--- src/rtl/core/tomq_pkg.sv ---
// Shared types and codes for the timestamp ordered multi-queue merge.
// Depends on nothing; the merge top and tomq_qstate in rtl/core refer to it by scope.
package tomq_pkg;

  // Function codes of an input transaction.
  localparam logic FN_ENQ = 1'b0;
  localparam logic FN_DEQ = 1'b1;

  // Result status codes.
  localparam logic [1:0] ST_OK       = 2'd0;
  localparam logic [1:0] ST_FULL     = 2'd1;
  localparam logic [1:0] ST_EMPTY    = 2'd2;
  localparam logic [1:0] ST_DISABLED = 2'd3;

  // Configuration register indexes.
  localparam logic CFG_ENABLE = 1'b0;
  localparam logic CFG_LIMIT  = 1'b1;

  // Fixed field widths.
  localparam int unsigned ENABLE_W = 8;
  localparam int unsigned LIMIT_W  = 5;
  localparam int unsigned CFG_W    = 8;
  localparam int unsigned CLIENT_W = 3;
  localparam int unsigned NOTE_W   = 32;
  localparam int unsigned STAMP_W  = 64;

  localparam logic [LIMIT_W-1:0] LIMIT_RST = 5'd16;

  // Update command for the per-client queue state.
  typedef struct packed {
    logic push;
    logic pop;
  } qs_cmd_t;

endpackage

--- src/rtl/core/tomq_qstate.sv ---
// Per-client head pointer and fill count, read at one index and updated there.
// Depends on tomq_pkg for the update command type.
module tomq_qstate #(
  parameter int unsigned NCL         = 8,
  parameter int unsigned QUEUE_DEPTH = 16,
  parameter int unsigned CW          = 3,
  parameter int unsigned PW          = 4,
  parameter int unsigned FW          = 5
) (
  input  logic              clk,
  input  logic              rst_n,
  input  logic [CW-1:0]     idx,
  input  tomq_pkg::qs_cmd_t cmd,
  output logic [PW-1:0]     head,
  output logic [FW-1:0]     fill
);

  logic [PW-1:0] head_r [NCL];
  logic [FW-1:0] fill_r [NCL];

  assign head = head_r[idx];
  assign fill = fill_r[idx];

  always_ff @(posedge clk) begin
    if (!rst_n) begin
      for (int i = 0; i < NCL; i++) begin
        head_r[i] <= '0;
        fill_r[i] <= '0;
      end
    end else if (cmd.push) begin
      fill_r[idx] <= fill_r[idx] + FW'(1);
    end else if (cmd.pop) begin
      head_r[idx] <= (head_r[idx] == PW'(QUEUE_DEPTH - 1)) ? '0 : head_r[idx] + PW'(1);
      fill_r[idx] <= fill_r[idx] - FW'(1);
    end
  end

endmodule

--- config.mk ---
export PLATFORM = sky130hd
export DESIGN_NAME = tomq_qstate
export DESIGN_NICKNAME = d
export VERILOG_FILES = /design/src/rtl/core/tomq_pkg.sv /design/src/rtl/core/tomq_qstate.sv
export SDC_FILE = /design/constraint.sdc
export NUM_CORES = 1
export LEC_CHECK = 0
export BUFFER_PORTS_ARGS = -buffer_cell sky130_fd_sc_hd__buf_2
export CORE_ASPECT_RATIO = 0.5
export CORE_MARGIN = 3
export CORE_UTILIZATION = 30
export DETAILED_ROUTE_END_ITERATION = 8
export GPL_TIMING_DRIVEN = 0
export SLEW_MARGIN = 0
export SYNTH_ARGS = -nofsm -noshare
export SYNTH_HDL_FRONTEND = slang
export SYNTH_SLANG_ARGS = --single-unit
--- constraint.sdc ---
create_clock -name clk -period 3.32 [get_ports clk]
set_input_delay 0.332 -clock clk [delete_from_list [all_inputs] [get_ports clk]]
set_output_delay 0.332 -clock clk [all_outputs]
set_load 0.01 [all_outputs]
======== Word level (Yosys, flattened, before mapping) ========
Memory sizes are Yosys's and may differ from the RTL's.
Cells that the tools add are included.
storage, ports and cells
  bits in registers ....................... 0
  bits in writable memories ............... 72
  input bits .............................. 7
  output and inout port bits .............. 9
  word-level logic and storage cells ...... 25
  memories ................................ 2
memories
  name    depth  bits a word  rd ports  clocked after Yosys merged registers in  write ports  RTL line           source
  fill_r  8      5            1         0                                        8            tomq_qstate.sv:19  logic [FW-1:0] fill_r [NCL];
  head_r  8      4            1         0                                        8            tomq_qstate.sv:18  logic [PW-1:0] head_r [NCL];
cells by class
  add/subtract/negate cells ............... 3
  eq/ne operators ......................... 1
  mux-type cells .......................... 16
  bitwise operators ....................... 1
  reduce and logical (&&, ||, !) cells .... 2
operator list
  cell                                                                count
  1-bit two-way mux                                                   10
  5-bit two-way mux                                                   2
  4-bit two-way mux                                                   2
  3-bit two-way mux                                                   2
  5-bit by 1-bit adder with 5-bit output, second input constant       1
  5-bit OR reduction                                                  1
  5-bit by 1-bit subtractor with 5-bit output, second input constant  1
  4-bit by 1-bit adder with 4-bit output, second input constant       1
  4-bit == test, second input constant                                1
  4-bit OR reduction                                                  1
  1-bit OR                                                            1

======== Depth between registers and ports, before layout ========
Gate-level depths: netlist of the first run.
  word-level depth ........................ 7
  gate-level depth with buffers ........... 13
  depth with buffers taken out ............ 11

======== Worst setup path after synthesis of the first run ========
No wires, ideal clock.
  kind .................................... input-to-reg
  start point ............................. in idx[1]
  end point ............................... mem fill_r[0][3] (data pin)
  data arrival time ....................... 2.667 ns
  data required time ...................... 3.057 ns
  setup slack ............................. 0.390 ns
  cell stages on the path ................. 12
  buffers on the path ..................... 3
  cell sequence ........................... buf_6 > clkbuf_4 > buf_2 > mux4_2 > nand2_1 > nand2_1 > ha_1 > a21oi_1 > a2bb2oi_1 > nand2_1 > mux2i_1 > nor2_1
RTL lines
  item         RTL line           source
  from (decl)  tomq_qstate.sv:12  input logic [CW-1:0] idx,
  to (decl)    tomq_qstate.sv:19

==> reports/qor.yml, run 1 <==
status: "completed"
fin_area_um2: 4270
port_buffers: 11
grt_max_degree: 13
initial_core_util_pct: 32.1
maxSlewHeadroom_pct: 53.1
fin_util_pct: 37.3
worstHoldPathCells: 2
htreeDepth: 3
grt_pass1_vias: 2443
synth_edf_count: 72
synth_top_cell_by_area: "edfxtp_1"
drtPass1Iterations: 4
grt_pass1_wl_um: 13500
syn_area_um2: 3680
worstReg2RegStart: "fill_r[7][0]$_SDFFCE_PN0P_"
vdd_drop_max_uv: 292
hold_path_class: "primary input to flop"
diodes: 0
clkSinkCount: 72
timing.fmax_mhz: 329
dpl_worst_slack_ps: -98.1
dpl_cell_area_um2: 3930
yosysTopAreaCellShare_pct: 58.8
cts_tree: "built"
drt-initial-drc-count: 202
grt_usage_pct: 13.2
startpoint: "idx[2]"
die_h_um: 84.3
cts_hold_buf: 0
async_reset_ff_share_pct: 0
globalplace.congestion: 0.747
critPathBufInv: 5
postSynthCellCount: 304
layout-drive-gt1-share_pct: 18.4
critPathKind: "primary input to flop"
worst_slack_ps: 283
p_leak_nw: 1.64
cp_cell_sequence: "buf_2 -> buf_6 -> mux2_1 -> a221oi_2 -> o22ai_1 -> buf_2 -> inv_1 -> fa_1 -> inv_1 -> a21o_1 -> a21oi_1 -> xnor3_2 -> nor2_1"
max_cap_violations: 0
cts_root_buf: "clkbuf_16"
period_needed_ps: 3040
area_growth_pct: 16.2
p_total_mw: 2.46
crit_path_max_fanout: 10
seqPwrFrac_pct: 42.9
core-area_um2: 11500
end_kind: "flop"
ys_ff_latch: 72
path_delay_family: "compound AO/OA/AOI/OAI gates"
rsz0062_at_grt: "no"
drcViolationCount: 0
ant_nets: 0
hold_viol_final: 0
yosys.cell_types.count: 48
rrSetupSlack_ps: 370
endpoint: "fill_r[1][4]$_SDFFCE_PN0P_"
r2r_end: "fill_r[1][4]$_SDFFCE_PN0P_"
tns_ps: 0
instances_no_fill: 490
yosysSeqAreaShare_pct: 58.8
via_count: 2457
slew_viol_final: 0
syn-num-nets: 316
reg2reg_depth: 11
switchingPower_mw: 0.578
finClkSkew_ps: 9.90
timing.hold.ws_ps: 611
synth_common_cells: "edfxtp_1 (72), nor2_1 (65), nand2_1 (50), nor2b_1 (13), a21oi_1 (12)"
ios: 16
p_sw_share_pct: 23.5
routed_wl_um: 8640
grt_overflow: 0
comb_power_share_pct: 12.5
slowest_stage: "a221oi_2"
clk_path_buf_depth: 2
vias_per_cell: 5.01
rows: 27
die_area_um2: 13700
cts_buffers: 9
critPathLaunchType: "primary input"
cellPowerDensity_nw_per_um2: 577
worstSkewPairLatency_ps: 340
yosysMostFrequentCell: "edfxtp_1"
postCtsSetupBuffers: 0
synth_flop_cell: "edfxtp_1"
path_depth: 13
setup_violations: 0
hpwl_um: 6270
num-nets-final: 338
die_w_um: 163
dp.cells: 474
fill_cells: 1124
grt_antenna_before_repair: 0
yosysWarnings: 0
wl_per_cell_um: 17.6
power_frac_clock_pct: 44.6
syn_area_per_cell_um2: 12.1
synth_area_leaders: "edfxtp_1 (59%), mux4_2 (6.7%), nor2_1 (6.6%), nand2_1 (5.1%), nor2b_1 (2.2%)"
critPathMaxStageDelay_ps: 390
worst_slew_pin_slew_ps: 701
worstPathRequired_ps: 3510
fin_crit_sh_pct: 91.5
crit_arrival_ps: 3220
intPower_mw: 1.89
cts.clk_slew.worst_paths_ps: 60
==> timing repair <==
item	CTS	global route
endpoints found under the setup margin	0	4
resized for setup	0	2
endpoints found under the hold margin	0	0
==> worst min path at each step <==
stage	start	to	slack, ps
5_1_grt	rst_n	head_r[3][1]$_SDFFCE_PN0P_	670
3_3_place_gp	rst_n	head_r[3][0]$_SDFFCE_PN0P_	970
2_1_floorplan	rst_n	head_r[3][0]$_SDFFCE_PN0P_	780
6_report	rst_n	head_r[3][0]$_SDFFCE_PN0P_	610
4_1_cts	rst_n	head_r[3][0]$_SDFFCE_PN0P_	630
3_5_place_dp	rst_n	head_r[3][0]$_SDFFCE_PN0P_	980
==> cell type report <==
class                   count  area (µm²)  area share [%]
well taps                 159         199            4.65
flip-flops and latches     72        2160            50.6
multi-input cells         210        1410            33.0
inverters                   7        26.3           0.615
plain buffers              15        83.8            1.96
repair buffers             11        55.1            1.29
clock buffers              11         233            5.44
clock inverters             5         104            2.43
==> metal layers <==
metal / GRT usage [%] / share of wire [%]
met1: 18.1 / 46
met4: 5.60 / 2.4
met2: 19.7 / 44
met5: 0 / 0
met3: 3.55 / 7.5
==> cells in the final DEF (no fill, tap or decap), types with 2 or more instances in the layout <==
master | netlist | layout
a32o_1 | 4 | 4
mux2_2 | 4 | 4
buf_6 | 2 | 2
clkbuf_16 | 0 | 9
mux4_2 | 11 | 11
edfxtp_1 | 72 | 72
nand3_1 | 3 | 3
a22o_1 | 2 | 2
a2111oi_1 | 2 | 2
a21oi_1 | 12 | 12
nand2_1 | 50 | 50
o21ai_0 | 4 | 4
bufinv_16 | 0 | 3
and2_1 | 3 | 3
clkbuf_1 | 4 | 6
mux2i_1 | 5 | 4
buf_2 | 7 | 18
nor2_1 | 65 | 65
mux2_1 | 2 | 2
ha_1 | 4 | 4
inv_1 | 7 | 7
nor2b_1 | 13 | 13
==> worst reg2reg max path, delay by kind of cell, from the launching register on <==
| kind | cells | cell delay, ps |
|---|---|---|
| compound gates | 4 | 1020 |
| buf+inv | 3 | 400 |
| xor+xnor | 1 | 380 |
| flops | 1 | 350 |
| mux | 1 | 320 |
| fa+ha+maj | 1 | 210 |
| simple gates | 1 | 130 |
==> state kept, by name, indices dropped and copies added, names as in the netlist <==
register / count
head_r: 32
fill_r: 40
==> logic make-up (layout without fill, tap and decap cells) <==
kind of cell / Yosys count / after routing / share of synthesized area [%]
adder cells (fa/ha/maj): 5 / 5 / 1.90
flip-flops: 72 / 72 / 58.8
XOR/XNOR: 3 / 3 / 1.29
buffers and inverters: 22 / 49 / 2.99
multiplexers: 24 / 24 / 11.0
AND/OR/NAND/NOR: 141 / 141 / 16.4
AO/OA/AOI/OAI: 37 / 37 / 7.65
==> power groups by stage <==
stage | clock (mW) | sequential [mW] | combinational, mW
3_3_place_gp | 0 | 1.08 | 0.302
4_1_cts | 1.11 | 1.06 | 0.306
5_1_grt | 1.14 | 1.06 | 0.339
2_1_floorplan | 0 | 1.07 | 0.214
6_report | 1.10 | 1.06 | 0.308
3_5_place_dp | 0 | 1.08 | 0.305
Power figures use the tool's default switching activity.
==> run 2: changes to the inputs <==
- ABC_AREA: unset -> 1
- CORE_ASPECT_RATIO: 0.5 -> unset
==> run 2 against run 1 <==
  * Clock skew is 7.6 ps lower
  * Via count is 10% higher
  * Fmax is 15% higher
  * Clock power is 5% higher
  * Combinational power is 7.1% lower
  * Die area is 2.2% higher
  * Design area is 3.3% higher
  * Register-to-register slack better by 370 ps
  * Sequential share of layout area is 1.6 points lower
  * Clock-buffer cell count is 2 lower
  * Cell count is 22% higher
  * Critical path type unchanged
==> reports/qor.yml, run 2 <==
area_growth_pct: 16.6
grt_pass1_vias: 2882  # +18%
synthMuxAreaShare_pct: 0  # -11 points
port_buffers: 12  # +1
end_kind: "flop"
synth-compound-area-share_pct: 3.04  # -4.6 points
setup_violations: 0  # unchanged
worstSkewPairLatency_ps: 330  # about the same
yosysWarnings: 0  # unchanged
die_area_um2: 14000  # +2.2%
period_needed_ps: 2640  # -393 ps
synth_area_leaders: "edfxtp_1 (57%), nand2_1 (15%), nor2_1 (6.4%), inv_1 (2.7%), nand2_2 (2.0%)"
routed_wl_um: 8360  # -3.2%
yosys.area_share.simple_pct: 31.0  # +15 points
fill_cells: 1236  # +10%
layout-drive-gt1-share_pct: 18.0  # -0.44 points
synth_edf_count: 72  # unchanged
postCtsSetupBuffers: 0  # unchanged
synth-xor-area-share_pct: 0.958  # -0.33 points
htreeDepth: 3  # unchanged
cellPowerDensity_nw_per_um2: 565  # -2.1%
hold_path_class: "primary input to flop"
multiInputGateArea_um2: 1400  # -1.1%
synth_fa_ha_area_share_pct: 1.85  # -0.054 points
max_cap_violations: 0  # unchanged
layout_common_cells: "nand2_1 (147), edfxtp_1 (72), nor2_1 (65)"
die_w_um: 118  # -27%
rrSetupSlack_ps: 740  # +370 ps
cts_tree: "built"
seq_area_um2: 2160  # unchanged
cts-resized-gates: 0  # unchanged
finClkSkew_ps: 2.26  # -7.64 ps
cts_buffers: 9  # unchanged
yosysMostFrequentCell: "nand2_1"
reg2reg_depth: 15  # +4
yosysTopAreaCellShare_pct: 57.1  # -1.7 points
drcViolationCount: 0  # unchanged
dp.cells: 580  # +22%
clkSinkCount: 72  # unchanged
synth_top_family_by_area: "simple AND/OR/NAND/NOR gates"
diodes: 0  # unchanged
tns_ps: 0  # unchanged
syn_area_per_cell_um2: 9.47  # -22%
grt_pass1_wl_um: 13900  # +3.1%
core-area_um2: 12200  # +6.2%
drt-initial-drc-count: 193  # -4.5%
ios: 16  # unchanged
grt_usage_pct: 12.8  # -0.39 points
rsz0062_at_grt: "no"
vias_per_cell: 4.53  # -9.6%
ys_ff_latch: 72  # unchanged
synth_common_cells: "nand2_1 (147), edfxtp_1 (72), nor2_1 (65), inv_1 (27), nand2_2 (12)"
clk_path_buf_depth: 2  # unchanged
vdd_drop_max_uv: 303  # +4.0%
largest_register_ffs: 40  # unchanged
num-nets-final: 435  # +29%
synth_top_cell_by_area: "edfxtp_1"
cts.clk_slew.worst_paths_ps: 60  # about the same
rows: 40  # +48%
grt_max_degree: 13  # unchanged
p_leak_nw: 1.92  # +17%
reg_top3: "fill_r (40), head_r (32)"
grt_overflow: 0  # unchanged
postSynthCellCount: 400  # +32%
hpwl_um: 6160  # -1.7%
worstHoldPathCells: 2  # unchanged
maxSlewHeadroom_pct: 51.9  # -1.2 points
slew_viol_final: 0  # unchanged
globalplace.congestion: 0.814  # +8.9%
ant_nets: 0  # unchanged
cts_root_buf: "clkbuf_16"
status: "completed"
final_common_cell: "nand2_1"
yosysSeqAreaShare_pct: 57.1  # -1.7 points
initial_core_util_pct: 31.1  # -0.99 points
wl_per_cell_um: 14.0  # -20%
drtPass1Iterations: 4  # unchanged
critPathLaunchType: "primary input"
worstPathRequired_ps: 3400  # -110 ps
critPathKind: "primary input to flop"
hold_viol_final: 0  # unchanged
synth_flop_cell: "edfxtp_1"
timing.fmax_mhz: 378  # +15%
worst_slew_pin_slew_ps: 720  # +18.4 ps
via_count: 2702  # +10%
grt_antenna_before_repair: 0  # unchanged
async_reset_ff_share_pct: 0  # unchanged
crit_arrival_ps: 2720  # -500 ps
crit_path_max_fanout: 10  # unchanged
top_register: "fill_r"
die_h_um: 118  # +40%
yosys.cell_types.count: 32  # -33%
instances_no_fill: 596  # +22%
cts_hold_buf: 0  # unchanged
syn_area_um2: 3790  # +2.9%
syn-num-nets: 412  # +30%
fin_crit_sh_pct: 79.6  # -12 points
-- run 2: changes by cell type after synthesis, moves of 6 or more --
cell / delta
nand3_1: +7
inv_2: +6
nor2b_1: -13
nand2_2: +12
inv_1: +20
nand2_1: +97
mux4_2: -11
-- run 2: kinds of logic after synthesis --
kind of cell | Yosys count
flip-flops | 72
AO/OA/AOI/OAI | 18
XOR/XNOR | 2
AND/OR/NAND/NOR | 258
buffers and inverters | 45
adder cells (fa/ha/maj) | 5
-- run 2: metal layers --
| layer | part of all wire, % | GRT usage [%] | routed length (µm) |
|---|---|---|---|
| met2 | 49 | 21.5 | 4110 |
| met5 | 0 | 0 | 0 |
| met4 | 1.2 | 4.32 | 101 |
| met3 | 5.7 | 3.11 | 475 |
| met1 | 44 | 16.0 | 3670 |
-- run 2: final cells by class --
cell class,instances,area share [%]
plain buffers,11,2.15
clock buffers,9,5.10
clock inverters,7,3.03
inverters,34,3.00
multi-input cells,283,31.6
flip-flops and latches,72,49.0
well taps,168,4.76
repair buffers,12,1.36
-- run 2: critical path: stages --
cell	delay, ps
buf_2	110
buf_6	140
buf_12	150
nor2_2	300
a22o_1	210
a21oi_1	50
nand3_1	160
inv_1	90
fa_1	430
nand3b_1	200
nand2_1	80
nand2_1	50
nand2_1	120
nand3b_4	210
a21oi_1	90
-- run 2: metrics by stage --
step	hold slack, ps	instance area (µm²)	utilization (%)	worst slack [ps]	power, mW
floorplan	756	3790	-	819	1.27
detailed placement	865	4060	33.4	304	1.36
CTS	523	4420	36.3	646	2.51
finish	525	4420	36.3	676	2.49
global placement	854	4060	33.4	336	1.36
global route	557	4420	36.3	478	2.58
-- run 2: report_power, final --
| group | switching, mW | total (mW) | internal [mW] |
|---|---|---|---|
| Sequential | 0.0115 | 1.05 | 1.04 |
| Clock | 0.349 | 1.15 | 0.804 |
| Combinational | 0.207 | 0.286 | 0.0792 |
-- run 2: worst paths after layout --
kind / from / to
min: rst_n / head_r[4][3]$_SDFFCE_PN0P_
min reg2reg: fill_r[3][4]$_SDFFCE_PN0P_ / fill_r[3][4]$_SDFFCE_PN0P_
max: idx[0] / fill_r[4][4]$_SDFFCE_PN0P_
max reg2reg: fill_r[6][0]$_SDFFCE_PN0P_ / fill_r[4][4]$_SDFFCE_PN0P_
==> run 3: changes to the inputs <==
- clock period: 3.32 -> 2.19 ns (I/O delays scaled with it)
==> run 3 against run 2 <==
  * Total power rose by 44%
  * Worst hold slack worse by 110 ps
  * Routed wire length is 2.3% higher
  * Global-route usage up 0.50 points
  * The run now ends with negative setup slack left
  * Clock power is 30% higher
==> reports/qor.yml, run 3 (synthesized netlist as in run 2, its figures left out) <==
area_growth_pct: 20.7
fin_crit_sh_pct: 101
dp.cells: 580  # unchanged
drcViolationCount: 0  # unchanged
period_needed_ps: 2210
top_register: "fill_r"
hpwl_um: 6040  # -1.9%
grt_pass1_vias: 2886  # +0.14%
num-nets-final: 444  # +2.1%
reg_top3: "fill_r (40), head_r (32)"
power_frac_clock_pct: 41.4  # -4.8 points
comb_power_share_pct: 14.1  # +2.6 points
multiInputGateArea_um2: 1510  # +8.4%
worstPathRequired_ps: 2260  # -1140 ps
vdd_drop_max_uv: 431  # +42%
layout_common_cells: "nand2_1 (145), edfxtp_1 (72), nor2_1 (65)"
final_common_cell: "nand2_1"
ios: 16  # unchanged
max_cap_violations: 0  # unchanged
htreeDepth: 3  # unchanged
clk_path_buf_depth: 2  # unchanged
globalplace.congestion: 0.801  # -1.6%
initial_core_util_pct: 31.1  # unchanged
worstReg2RegStart: "fill_r[6][0]$_SDFFCE_PN0P_"
routed_wl_um: 8560  # +2.3%
drtPass1Iterations: 5  # +1
cellPowerDensity_nw_per_um2: 787  # +39%
drt-initial-drc-count: 110  # -43%
setup_violations: 8  # +8
seqPwrFrac_pct: 44.5  # +2.2 points
p_total_mw: 3.59  # +44%
port_buffers: 12  # unchanged
diodes: 0  # unchanged
cts_buffers: 9  # unchanged
via_count: 2723  # +0.78%
grt_overflow: 0  # unchanged
instances_no_fill: 604  # +1.3%
cts_root_buf: "clkbuf_16"
critPathMaxStageDelay_ps: 340  # -90 ps
layout-drive-gt1-share_pct: 23.9  # +5.9 points
seq_area_um2: 2160  # unchanged
switchingPower_mw: 0.870  # +53%
p_leak_nw: 1.96  # +2.0%
grt_antenna_before_repair: 0  # unchanged
finClkSkew_ps: 6.49  # +4.23 ps
status: "finished, violations left"
end_kind: "flop"
slowest_stage: "ha_4"
worstSkewPairLatency_ps: 320  # about the same
grt_max_degree: 13  # unchanged
hold_viol_final: 0  # unchanged
grt_pass1_wl_um: 14300  # +2.7%
worst_slew_pin_slew_ps: 610  # -110 ps
rows: 40  # unchanged
hold_path_class: "primary input to flop"
die_h_um: 118  # unchanged
cpMostUsedCell: "nand2_1"
vias_per_cell: 4.51  # -0.56%
cts.clk_slew.worst_paths_ps: 50  # about the same
violations: "negative setup slack"
crit_arrival_ps: 2280  # -440 ps
largest_register_ffs: 40  # unchanged
cts_tree: "built"
worst_slack_ps: -19.3  # -696 ps
cts_hold_buf: 0  # unchanged
slew_viol_final: 0  # unchanged
wl_per_cell_um: 14.2  # +0.98%
cp_cell_sequence: "buf_2 -> buf_12 -> buf_6 -> nand2_1 -> inv_2 -> a221oi_1 -> nand2_1 -> ha_4 -> nand3b_1 -> nand2_1 -> nand2_1 -> nand2_2 -> nand3b_4 -> a21oi_2"
die_area_um2: 14000  # unchanged
p_sw_share_pct: 24.2  # +1.4 points
core-area_um2: 12200  # unchanged
critPathLaunchType: "primary input"
intPower_mw: 2.72  # +41%
maxSlewHeadroom_pct: 59.4  # +7.5 points
tns_ps: -121  # -121 ps
grt_usage_pct: 13.3  # +0.50 points
clkSinkCount: 72  # unchanged
timing.fmax_mhz: 453
rsz0062_at_grt: "yes"
dpl_worst_slack_ps: -524  # -828 ps
startpoint: "idx[0]"
ant_nets: 0  # unchanged
die_w_um: 118  # unchanged
min-delay-start: "rst_n"
fill_cells: 1216  # -1.6%
critPathKind: "primary input to flop"
crit_path_max_fanout: 10  # unchanged
-- run 3: metal layers --
| layer | GRT usage, % | part of all wire [%] | vias up |
|---|---|---|---|
| met5 | 0 | 0 | - |
| met4 | 5.49 | 1.3 | 0 |
| met3 | 3.16 | 6.5 | 9 |
| met2 | 22.2 | 49 | 84 |
| met1 | 16.4 | 43 | 1268 |
| li1 | - | - | 1362 |
-- run 3: path summary, 6_finish.rpt --
check	depth (start not counted)	slack, ps	endpoint
setup / recovery	14	-20	fill_r[6][4]$_SDFFCE_PN0P_
hold / removal	2	420	head_r[5][3]$_SDFFCE_PN0P_
setup reg to reg	14	0	fill_r[6][4]$_SDFFCE_PN0P_
hold reg to reg	5	900	fill_r[2][4]$_SDFFCE_PN0P_
-- run 3: per-stage QoR --
step / cell area [µm²] / hold slack [ps] / util, %
after floorplan: 3840 / 643 / -
after global placement: 4110 / 738 / 33.8
after detailed placement: 4110 / 749 / 33.8
after CTS: 4470 / 406 / 36.7
after global routing: 4570 / 434 / 37.6
final: 4570 / 417 / 37.6
-- run 3: power groups by stage --
stage	registers [mW]	clock network, mW	logic (mW)
after floorplan	1.62	0	0.321
after global placement	1.63	0	0.451
after detailed placement	1.63	0	0.456
after CTS	1.60	1.51	0.477
after global routing	1.61	1.57	0.554
final	1.60	1.49	0.505
-- run 3: area by class of cell --
type                       instances  area share (%)
clock buffer                      10            5.01
buffer                             9            2.33
sequential                        72            47.3
clock inverter                     5            1.59
tap                              168            4.60
timing repair buffer              23            3.12
inverter                          34            2.90
multi-input combinational        283            33.1
-- run 3: repair_timing --
action / CTS / global route
setup buffers: 3 / 8
endpoints found under the hold margin: 0 / 0
pin swaps: 4 / 20
endpoints found under the setup margin: 30 / 33
resized for setup: 5 / 14
-- run 3: critical path: cells and delay by family --
| kind | cells | cell delay [ps] |
|---|---|---|
| AOI/OAI and AO/OA | 2 | 400 |
| adders and majority gates | 1 | 340 |
| buffers and inverters | 4 | 470 |
| and+or+nand+nor | 7 | 840 |
